File: config.mk
export PLATFORM = sky130hd
export DESIGN_NAME = text_console_writer_unit_flat
export DESIGN_NICKNAME = d
export VERILOG_FILES = /design/src/rtl/core/tcw_pkg.sv /design/src/rtl/core/tcw_in_if.sv /design/src/rtl/core/tcw_out_if.sv /design/src/rtl/core/tcw_front.sv /design/src/rtl/core/tcw_queue.sv /design/src/rtl/core/tcw_back.sv /design/src/rtl/core/text_console_writer_unit.sv /design/src/flat_wrapper.sv
export SDC_FILE = /design/constraint.sdc
export NUM_CORES = 1
export LEC_CHECK = 0
export BUFFER_PORTS_ARGS = -buffer_cell sky130_fd_sc_hd__clkbuf_2
export CAP_MARGIN = 10
export CORE_MARGIN = 10
export CORE_UTILIZATION = 30
export CTS_CLUSTER_SIZE = 10
export DETAILED_ROUTE_END_ITERATION = 10
export PLACE_DENSITY = 0.5
export SLEW_MARGIN = 20
export SYNTH_ARGS = -nofsm -noshare
export SYNTH_HDL_FRONTEND = slang
export SYNTH_SLANG_ARGS = --single-unit
File: constraint.sdc
create_clock -name clk -period 5.6 [get_ports clk]
set_input_delay 0.28 -clock clk [delete_from_list [all_inputs] [get_ports clk]]
set_output_delay 0.28 -clock clk [all_outputs]
set_load 0.1 [all_outputs]
File: src/rtl/core/tcw_pkg.sv
package tcw_pkg;

	localparam int TCW_MAX_COLS = 256;
	localparam int TCW_MAX_ROWS = 128;

	localparam int RESET_COLS = 80;
	localparam int RESET_ROWS = 25;

	localparam int CELL_W = 16;
	localparam int APB_AW = 3;

	localparam int QDEPTH = 4;
	localparam int QPTR_W = $clog2(QDEPTH);

	localparam logic [7:0] CHAR_NUL = 8'd0;
	localparam logic [7:0] CHAR_NEWLINE = 8'd10;

	localparam logic [1:0] SCROLL_TWICE = 2'd2;

	typedef enum logic [1:0] {
		KIND_WRITE = 2'd0,
		KIND_SCROLL = 2'd1,
		KIND_CURSOR = 2'd2
	} kind_t;

	typedef enum logic {
		REG_COLUMNS = 1'b0,
		REG_ROWS = 1'b1
	} reg_idx_t;

	typedef struct packed {
		logic wr;
		reg_idx_t idx;
		logic [31:0] data;
	} cfg_wr_t;

	typedef struct packed {
		logic [1:0] n_scroll;
		logic has_write;
		logic [CELL_W-1:0] wcell;
		logic [7:0] glyph;
		logic [7:0] colour;
		logic has_cursor;
		logic [CELL_W-1:0] ccell;
	} job_t;

	typedef struct packed {
		logic empty;
		logic full;
	} q_status_t;

endpackage

File: src/rtl/core/tcw_in_if.sv
interface tcw_in_if;
	logic valid;
	logic ready;
	logic [7:0] char_code;
	logic [7:0] attr;
	logic end_of_string;

	modport source (output valid, output char_code, output attr, output end_of_string,
		input ready);
	modport sink (input valid, input char_code, input attr, input end_of_string,
		output ready);
endinterface

File: src/rtl/core/tcw_out_if.sv
interface tcw_out_if;
	logic valid;
	logic ready;
	logic [1:0] kind;
	logic [15:0] cell_res;
	logic [7:0] glyph;
	logic [7:0] colour;
	logic last;

	modport source (output valid, output kind, output cell_res, output glyph,
		output colour, output last, input ready);
	modport sink (input valid, input kind, input cell_res, input glyph,
		input colour, input last, output ready);
endinterface

File: src/rtl/core/tcw_front.sv
module tcw_front import tcw_pkg::*; #(
	parameter int MAX_COLS = TCW_MAX_COLS,
	parameter int MAX_ROWS = TCW_MAX_ROWS
) (
	input logic clk,
	input logic arst_n,
	tcw_in_if.sink item_in,
	input cfg_wr_t cfg,
	input reg_idx_t cfg_rd_idx,
	output logic [31:0] cfg_rdata,
	input q_status_t q_st,
	output logic push,
	output job_t job
);

	localparam int COL_W = (MAX_COLS > 1) ? $clog2(MAX_COLS) : 1;
	localparam int ROW_W = $clog2(MAX_ROWS + 1);
	localparam logic [9:0] MAX_COLS_V = 10'(MAX_COLS);
	localparam logic [8:0] MAX_ROWS_V = 9'(MAX_ROWS);
	localparam logic [8:0] RST_COLS = 9'((RESET_COLS > MAX_COLS) ? MAX_COLS : RESET_COLS);
	localparam logic [7:0] RST_ROWS = 8'((RESET_ROWS > MAX_ROWS) ? MAX_ROWS : RESET_ROWS);

	logic [8:0] columns_q;
	logic [7:0] rows_q;
	logic [ROW_W-1:0] row_q;
	logic [COL_W-1:0] col_q;
	logic [CELL_W-1:0] cell_q;

	logic [ROW_W-1:0] row_n, row_w, rows_m1;
	logic [COL_W-1:0] col_n, col_w;
	logic [CELL_W-1:0] cell_n, wcell;
	logic [CELL_W-1:0] cols16, col16;
	logic [1:0] n_scroll;
	logic has_write;
	logic is_nl, is_nul, at_end, at_last, wrap, accept;
	logic [9:0] col_inc;
	logic [8:0] cols_sat;
	logic [7:0] rows_sat;

	assign is_nl = item_in.char_code == CHAR_NEWLINE;
	assign is_nul = item_in.char_code == CHAR_NUL;
	assign at_end = 9'(row_q) >= 9'(rows_q);
	assign at_last = 9'(row_q) == (9'(rows_q) - 9'd1);
	assign rows_m1 = ROW_W'(rows_q - 8'd1);
	assign cols16 = CELL_W'(columns_q);
	assign col16 = CELL_W'(col_q);

	always_comb begin
		row_w = row_q;
		col_w = col_q;
		wcell = cell_q;
		row_n = row_q;
		col_n = col_q;
		cell_n = cell_q;
		n_scroll = 2'd0;
		has_write = 1'b0;
		col_inc = 10'(col_q) + 10'd1;
		wrap = 1'b0;
		if (is_nl) begin
			col_n = '0;
			if (at_end) begin
				n_scroll = SCROLL_TWICE;
				row_n = rows_m1;
				cell_n = cell_q - cols16;
			end else if (at_last) begin
				n_scroll = 2'd1;
				cell_n = cell_q - col16;
			end else begin
				row_n = ROW_W'(row_q + 1'b1);
				cell_n = cell_q - col16 + cols16;
			end
		end else if (!is_nul) begin
			has_write = 1'b1;
			if (at_end) begin
				n_scroll = 2'd1;
				row_w = rows_m1;
				col_w = '0;
				wcell = cell_q - cols16;
			end
			col_inc = 10'(col_w) + 10'd1;
			wrap = col_inc >= 10'(columns_q);
			if (wrap) begin
				col_n = '0;
				row_n = ROW_W'(row_w + 1'b1);
			end else begin
				col_n = COL_W'(col_inc);
				row_n = row_w;
			end
			cell_n = wcell + 1'b1;
		end
	end

	assign item_in.ready = !q_st.full;
	assign accept = item_in.valid && !q_st.full;
	assign push = accept && (has_write || (n_scroll != 2'd0) || item_in.end_of_string);

	always_comb begin
		job.n_scroll = n_scroll;
		job.has_write = has_write;
		job.wcell = wcell;
		job.glyph = item_in.char_code;
		job.colour = item_in.attr;
		job.has_cursor = item_in.end_of_string;
		job.ccell = cell_n;
	end

	always_comb begin
		if (cfg.data[8:0] == 9'd0) begin
			cols_sat = 9'd1;
		end else if (10'(cfg.data[8:0]) > MAX_COLS_V) begin
			cols_sat = MAX_COLS_V[8:0];
		end else begin
			cols_sat = cfg.data[8:0];
		end
		if (cfg.data[7:0] == 8'd0) begin
			rows_sat = 8'd1;
		end else if (9'(cfg.data[7:0]) > MAX_ROWS_V) begin
			rows_sat = MAX_ROWS_V[7:0];
		end else begin
			rows_sat = cfg.data[7:0];
		end
	end

	always_comb begin
		unique case (cfg_rd_idx)
			REG_COLUMNS: cfg_rdata = 32'(columns_q);
			REG_ROWS: cfg_rdata = 32'(rows_q);
			default: cfg_rdata = '0;
		endcase
	end

	always_ff @(posedge clk or negedge arst_n) begin
		if (!arst_n) begin
			columns_q <= RST_COLS;
			rows_q <= RST_ROWS;
			row_q <= '0;
			col_q <= '0;
			cell_q <= '0;
		end else if (cfg.wr) begin
			unique case (cfg.idx)
				REG_COLUMNS: columns_q <= cols_sat;
				REG_ROWS: rows_q <= rows_sat;
				default: ;
			endcase
			row_q <= '0;
			col_q <= '0;
			cell_q <= '0;
		end else if (accept) begin
			row_q <= row_n;
			col_q <= col_n;
			cell_q <= cell_n;
		end
	end

`ifndef SYNTHESIS
	a_row_bound: assert property (@(posedge clk) disable iff (!arst_n)
		9'(row_q) <= 9'(rows_q))
		else $error("cursor row beyond one-past-end");
	a_col_bound: assert property (@(posedge clk) disable iff (!arst_n)
		9'(col_q) < columns_q)
		else $error("cursor column beyond row width");
	a_cell_track: assert property (@(posedge clk) disable iff (!arst_n)
		cell_q == CELL_W'(CELL_W'(row_q) * cols16 + col16))
		else $error("cursor cell out of step with row and column");
`endif

endmodule

File: src/rtl/core/tcw_queue.sv
module tcw_queue import tcw_pkg::*; (
	input logic clk,
	input logic arst_n,
	input logic push,
	input job_t job_in,
	input logic pop,
	output job_t head,
	output q_status_t st
);

	job_t mem_q [QDEPTH];
	logic [QPTR_W-1:0] wr_ptr_q, rd_ptr_q;
	logic [QPTR_W:0] count_q;

	assign st.empty = count_q == '0;
	assign st.full = count_q == (QPTR_W+1)'(QDEPTH);
	assign head = mem_q[rd_ptr_q];

	always_ff @(posedge clk) begin
		if (push) begin
			mem_q[wr_ptr_q] <= job_in;
		end
	end

	always_ff @(posedge clk or negedge arst_n) begin
		if (!arst_n) begin
			wr_ptr_q <= '0;
			rd_ptr_q <= '0;
			count_q <= '0;
		end else begin
			if (push) begin
				wr_ptr_q <= wr_ptr_q + 1'b1;
			end
			if (pop) begin
				rd_ptr_q <= rd_ptr_q + 1'b1;
			end
			case ({push, pop})
				2'b10: count_q <= count_q + 1'b1;
				2'b01: count_q <= count_q - 1'b1;
				default: ;
			endcase
		end
	end

endmodule

File: src/rtl/core/tcw_back.sv
module tcw_back import tcw_pkg::*; (
	input logic clk,
	input logic arst_n,
	input job_t head,
	input q_status_t q_st,
	output logic pop,
	tcw_out_if.source result_out
);

	logic [1:0] step_q;
	logic [1:0] total;
	logic is_last, valid, accept;
	kind_t kind;

	assign total = head.n_scroll + 2'(head.has_write) + 2'(head.has_cursor);
	assign is_last = step_q == (total - 2'd1);
	assign valid = !q_st.empty;
	assign accept = valid && result_out.ready;
	assign pop = accept && is_last;

	always_comb begin
		if (step_q < head.n_scroll) begin
			kind = KIND_SCROLL;
		end else if (step_q == head.n_scroll && head.has_write) begin
			kind = KIND_WRITE;
		end else begin
			kind = KIND_CURSOR;
		end
	end

	always_comb begin
		result_out.valid = valid;
		result_out.kind = kind;
		result_out.last = is_last;
		result_out.cell_res = '0;
		result_out.glyph = '0;
		result_out.colour = '0;
		unique case (kind)
			KIND_WRITE: begin
				result_out.cell_res = head.wcell;
				result_out.glyph = head.glyph;
				result_out.colour = head.colour;
			end
			KIND_CURSOR: result_out.cell_res = head.ccell;
			KIND_SCROLL: ;
			default: ;
		endcase
	end

	always_ff @(posedge clk or negedge arst_n) begin
		if (!arst_n) begin
			step_q <= '0;
		end else if (accept) begin
			step_q <= is_last ? 2'd0 : step_q + 2'd1;
		end
	end

`ifndef SYNTHESIS
	a_step_in_job: assert property (@(posedge clk) disable iff (!arst_n)
		valid |-> step_q < total)
		else $error("result step past end of item");
	a_step_idle: assert property (@(posedge clk) disable iff (!arst_n)
		!valid |-> step_q == 2'd0)
		else $error("result step left over with empty queue");
	a_step_adv: assert property (@(posedge clk) disable iff (!arst_n)
		accept && !is_last |=> step_q == $past(step_q) + 2'd1 && valid)
		else $error("result step failed to advance within item");
`endif

endmodule

File: src/rtl/core/text_console_writer_unit.sv
// Text console writer: takes one character and colour attribute per item and turns
// it into cell writes, scroll-up commands and, on the last item of a string, a
// cursor position, tracking the cursor on a screen whose width and height are set
// through the APB registers (columns at 0x0, rows at 0x4; any write homes the
// cursor). The front accepts one item per cycle while the queue is not full and
// works out its results at once; the back emits one result per cycle while the
// receiver is ready, from a four-deep queue. An item gives one to three results;
// without stalls, items with one result flow at one per cycle. A zero byte, or a
// newline that needs no scroll, without end of string gives no result at all.
module text_console_writer_unit import tcw_pkg::*; #(
	parameter int MAX_COLS = TCW_MAX_COLS,
	parameter int MAX_ROWS = TCW_MAX_ROWS
) (
	input logic clk,
	input logic arst_n,
	tcw_in_if.sink item_in,
	tcw_out_if.source result_out,
	input logic psel,
	input logic penable,
	input logic pwrite,
	input logic [APB_AW-1:0] paddr,
	input logic [31:0] pwdata,
	output logic [31:0] prdata,
	output logic pready
);

	cfg_wr_t cfg;
	reg_idx_t rd_idx;
	q_status_t q_st;
	job_t job, head;
	logic push, pop;

	assign pready = 1'b1;
	assign rd_idx = reg_idx_t'(paddr[2]);

	always_comb begin
		cfg.wr = psel && penable && pwrite;
		cfg.idx = rd_idx;
		cfg.data = pwdata;
	end

	tcw_front #(
		.MAX_COLS(MAX_COLS),
		.MAX_ROWS(MAX_ROWS)
	) u_front (
		.clk(clk),
		.arst_n(arst_n),
		.item_in(item_in),
		.cfg(cfg),
		.cfg_rd_idx(rd_idx),
		.cfg_rdata(prdata),
		.q_st(q_st),
		.push(push),
		.job(job)
	);

	tcw_queue u_queue (
		.clk(clk),
		.arst_n(arst_n),
		.push(push),
		.job_in(job),
		.pop(pop),
		.head(head),
		.st(q_st)
	);

	tcw_back u_back (
		.clk(clk),
		.arst_n(arst_n),
		.head(head),
		.q_st(q_st),
		.pop(pop),
		.result_out(result_out)
	);

endmodule

File: src/flat_wrapper.sv
// flat-port wrapper written by rule: the top's interface ports become plain ports
module text_console_writer_unit_flat import tcw_pkg::*;
#(
	parameter int MAX_COLS = TCW_MAX_COLS,
	parameter int MAX_ROWS = TCW_MAX_ROWS
)
  (clk, arst_n, psel, penable, pwrite, paddr, pwdata, prdata, pready, item_in_valid, item_in_char_code, item_in_attr, item_in_end_of_string, item_in_ready, result_out_valid, result_out_kind, result_out_cell_res, result_out_glyph, result_out_colour, result_out_last, result_out_ready);
  tcw_in_if item_in_i ();
  tcw_out_if result_out_i ();
  input logic clk;
  input logic arst_n;
  input logic psel;
  input logic penable;
  input logic pwrite;
  input logic [APB_AW-1:0] paddr;
  input logic [31:0] pwdata;
  output logic [31:0] prdata;
  output logic pready;
  input wire logic [$bits(item_in_i.valid)-1:0] item_in_valid;
  input wire logic [$bits(item_in_i.char_code)-1:0] item_in_char_code;
  input wire logic [$bits(item_in_i.attr)-1:0] item_in_attr;
  input wire logic [$bits(item_in_i.end_of_string)-1:0] item_in_end_of_string;
  output wire logic [$bits(item_in_i.ready)-1:0] item_in_ready;
  output wire logic [$bits(result_out_i.valid)-1:0] result_out_valid;
  output wire logic [$bits(result_out_i.kind)-1:0] result_out_kind;
  output wire logic [$bits(result_out_i.cell_res)-1:0] result_out_cell_res;
  output wire logic [$bits(result_out_i.glyph)-1:0] result_out_glyph;
  output wire logic [$bits(result_out_i.colour)-1:0] result_out_colour;
  output wire logic [$bits(result_out_i.last)-1:0] result_out_last;
  input wire logic [$bits(result_out_i.ready)-1:0] result_out_ready;
  assign item_in_i.valid = item_in_valid;
  assign item_in_i.char_code = item_in_char_code;
  assign item_in_i.attr = item_in_attr;
  assign item_in_i.end_of_string = item_in_end_of_string;
  assign item_in_ready = item_in_i.ready;
  assign result_out_valid = result_out_i.valid;
  assign result_out_kind = result_out_i.kind;
  assign result_out_cell_res = result_out_i.cell_res;
  assign result_out_glyph = result_out_i.glyph;
  assign result_out_colour = result_out_i.colour;
  assign result_out_last = result_out_i.last;
  assign result_out_i.ready = result_out_ready;
  text_console_writer_unit #(.MAX_COLS(MAX_COLS), .MAX_ROWS(MAX_ROWS)) u_core (.clk(clk), .arst_n(arst_n), .item_in(item_in_i), .result_out(result_out_i), .psel(psel), .penable(penable), .pwrite(pwrite), .paddr(paddr), .pwdata(pwdata), .prdata(prdata), .pready(pready));
endmodule
==> impl_metrics.ini <==
[run_status]
status = finished, final reports clean

[synthesis]
synth_cell_type_count = 92
synth_warnings = 0
synth_flop_cell = edfxtp_1
synth_edf_count = 208
postSynthAreaPerCell_um2 = 11.64
ys_top_cells_by_count = edfxtp_1 (208), nand2_1 (125), nor2_1 (81)
ys_ff_latch = 266
netlist_area_um2 = 15350
synth_top_area_share_pct = 40.68
yosysMostFrequentCell = edfxtp_1
synth_top_area_cell = edfxtp_1
async_flop_share_pct = 21.80
seq_area_frac_synth_pct = 50.18
synthTopCellsByArea = edfxtp_1 (41%), dfrtp_1 (8.6%), mux4_2 (7.6%)
syn_inst = 1319

[critical_path]
start_kind = flop
path_max_fanout = 13
end_kind = flop
reg2reg_to = u_core.u_front.row_q[7]
crit_required_ns = 6.00
crit_type = flop to flop
critPathMostFrequentCell = ha_1
cp_slowest_stage_delay_ns = 0.63
r2r_slack_ns = 0.64
reg2reg_depth = 18
critical_path.slowest_cell = dfstp_2
crit_arrival_ns = 5.37
crit_path_cell_trace = ha_1 > nand2b_1 > a2111oi_2 > or3_1 > and3_1 > ha_1 > nand3_1 > nor2_1 > xnor2_1 > nor2_1 > ha_1 > and3_1 > nand2_1 > o21ai_0 > a31o_2 > nand4_1 > a41o_1 > a211o_1
regToRegStartpoint = u_core.u_front.rows_q[0]

[floorplan]
dieArea_um2 = 60620
chipHeight_um = 246.2
initial_core_util_pct = 30.48
ioPinCount = 129
rows = 82
die_w_um = 246.2
core_um2 = 50380

[sta]
worst_pin_slew_ns = 0.8672
slew_headroom_pct = 42.18
max_freq_mhz = 201.5
min_period_over_period_pct = 88.64
period_minus_slack_ns = 4.964
finalMaxSlewViolations = 0
finalSetupTns_ns = 0
hold_viol = 0
finClkSkew_ns = 0.02995
grt_setup_unrepaired = false
setup_viol_count_final = 0

[cells_and_area]
seq_area_um2 = 7709
diodes = 0
layout-drive-gt1-share_pct = 18.45
nets = 1522
fin_cells = 2092
multi_input_area_um2 = 7069
fillCellCount = 5040
syn_to_final_growth_pct = 14.33

[global_routing]
track_usage_pct = 13.92
grt_overflow = 0
grt_pass1_vias = 11190
grt_max_degree = 59
antenna_found_initial = 0
grt_pass1_wl_mm = 66.30

[clocking]
post_cts_buffers = 0
cts_htree_levels = 2
clock-sinks = 266
clock_path_buffers = 3
clk_latency_ns = 0.54
cts-root-buf = clkbuf_16
cts_tree = yes
cts_buffers = 34
clk_pin_slew_ns = 0.05

[hold_path]
min_from = pwdata[3]
worstHoldPathCells = 3
hold_class = primary input to flop
hold_end = u_core.u_front.rows_q[3]

[routing]
initialDrtViolationCount = 749
wl_per_cell_um = 20.16
vias = 10790
drt_wl_total_mm = 42.17
antenna_left = 0
drtPass1Iterations = 8
route.detailed.drc = 0
viasPerCell = 5.158

[job]
maxCapViolations = 0

[placement]
port_buffers = 79
hpwl_mm = 29.06
dp_cells = 2023
place_congestion = 0.8788
[state kept, by name, summed over array words and instances, names as in the netlist]
register                  cells
u_core.u_back.step_q          2
u_core.u_front.row_q          8
u_core.u_front.col_q          8
u_core.u_queue.mem_q        208
u_core.u_front.columns_q      9
u_core.u_front.cell_q        16
u_core.u_queue.rd_ptr_q       2
u_core.u_queue.wr_ptr_q       2
u_core.u_front.rows_q         8
u_core.u_queue.count_q        3
[cells by family after synthesis]
group                      synth area share (%)
DFF                                       50.18
and+or+nand+nor                           12.62
buffers and inverters                     4.368
other                                   0.04892
muxes                                     8.574
AOI/OAI and AO/OA                         13.53
adders and majority gates                 5.167
xor gates and xnor gates                  5.518
[area by class of cell]
class                           instances  area share, %
Timing Repair Buffer                  119          4.177
Multi-Input combinational cell        926          40.28
Sequential cell                       266          43.92
Tap cell                              672          4.790
Clock inverter                          6         0.3350
Clock buffer                           48          5.325
Inverter                               55          1.176
[routing by layer]
metal / part of all wire (%) / wire length (um) / track usage, %
met3: 5.9 / 2477 / 3.030
met1: 46 / 19190 / 18.42
met4: 2.1 / 872 / 3.757
met2: 47 / 19630 / 22.58
met5: 0 / 0 / 0
[worst max-delay path by stage]
| stage | from | endpoint | slack [ns] |
|---|---|---|---|
| 3_3_place_gp | u_core.u_front.rows_q[0] | u_core.u_front.row_q[7] | 0.68 |
| 6_report | u_core.u_front.rows_q[0] | u_core.u_front.row_q[7] | 0.64 |
| 5_1_grt | u_core.u_front.rows_q[0] | u_core.u_front.row_q[6] | 0.17 |
| 2_1_floorplan | u_core.u_front.rows_q[3] | u_core.u_front.row_q[4] | 0.65 |
| 3_5_place_dp | u_core.u_front.rows_q[0] | u_core.u_front.row_q[7] | 0.62 |
| 4_1_cts | u_core.u_front.rows_q[0] | u_core.u_front.row_q[7] | 0.61 |
[per-stage QoR]
stage                     utilization (%)  hold slack (ns)  cell area [um2]  worst slack [ns]
final                               34.84          0.03111            17550            0.6361
after global routing                34.84          0.02341            17550            0.1719
after CTS                           34.84        0.0006564            17550            0.6086
after detailed placement            32.57           0.4909            16410            0.6164
after global placement              32.57           0.4814            16410            0.6782
after floorplan                         -         -0.01559            15430            0.6507
[cell usage in the layout, fill, tap and decap left out, types with 14 or more instances in the layout]
master / n
edfxtp_1: 208
nand2_1: 125
nor2_1: 81
clkbuf_2: 78
a21oi_1: 66
o21ai_0: 66
xnor2_1: 63
ha_1: 57
inv_1: 55
mux4_2: 52
dfrtp_1: 51
nor3_1: 40
clkbuf_16: 35
nand3_1: 31
xor2_1: 26
buf_4: 25
conb_1: 24
nor2b_1: 19
nand4_1: 16
and3_1: 16
dlygate4sd3_1: 15
nand2b_1: 14
or3_1: 14
[timing repair]
| item | CTS | global route |
|---|---|---|
| endpoints found under the hold margin | 101 | 0 |
| hold buffers | 15 | 0 |
| gates resized for setup | 0 | 0 |
| setup endpoints to repair | 0 | 0 |
[worst max-delay path, delay by kind of cell (launching register included)]
family | cells | cell delay [ns]
adder cells (fa/ha/maj) | 3 | 0.81
AND/OR/NAND/NOR | 9 | 1.76
XOR/XNOR | 1 | 0.13
AO/OA/AOI/OAI | 5 | 1.52
flip-flops | 1 | 0.63
Power is not shown: default switching activity piles up to over one toggle a cycle in this logic, so the estimate is an artifact.
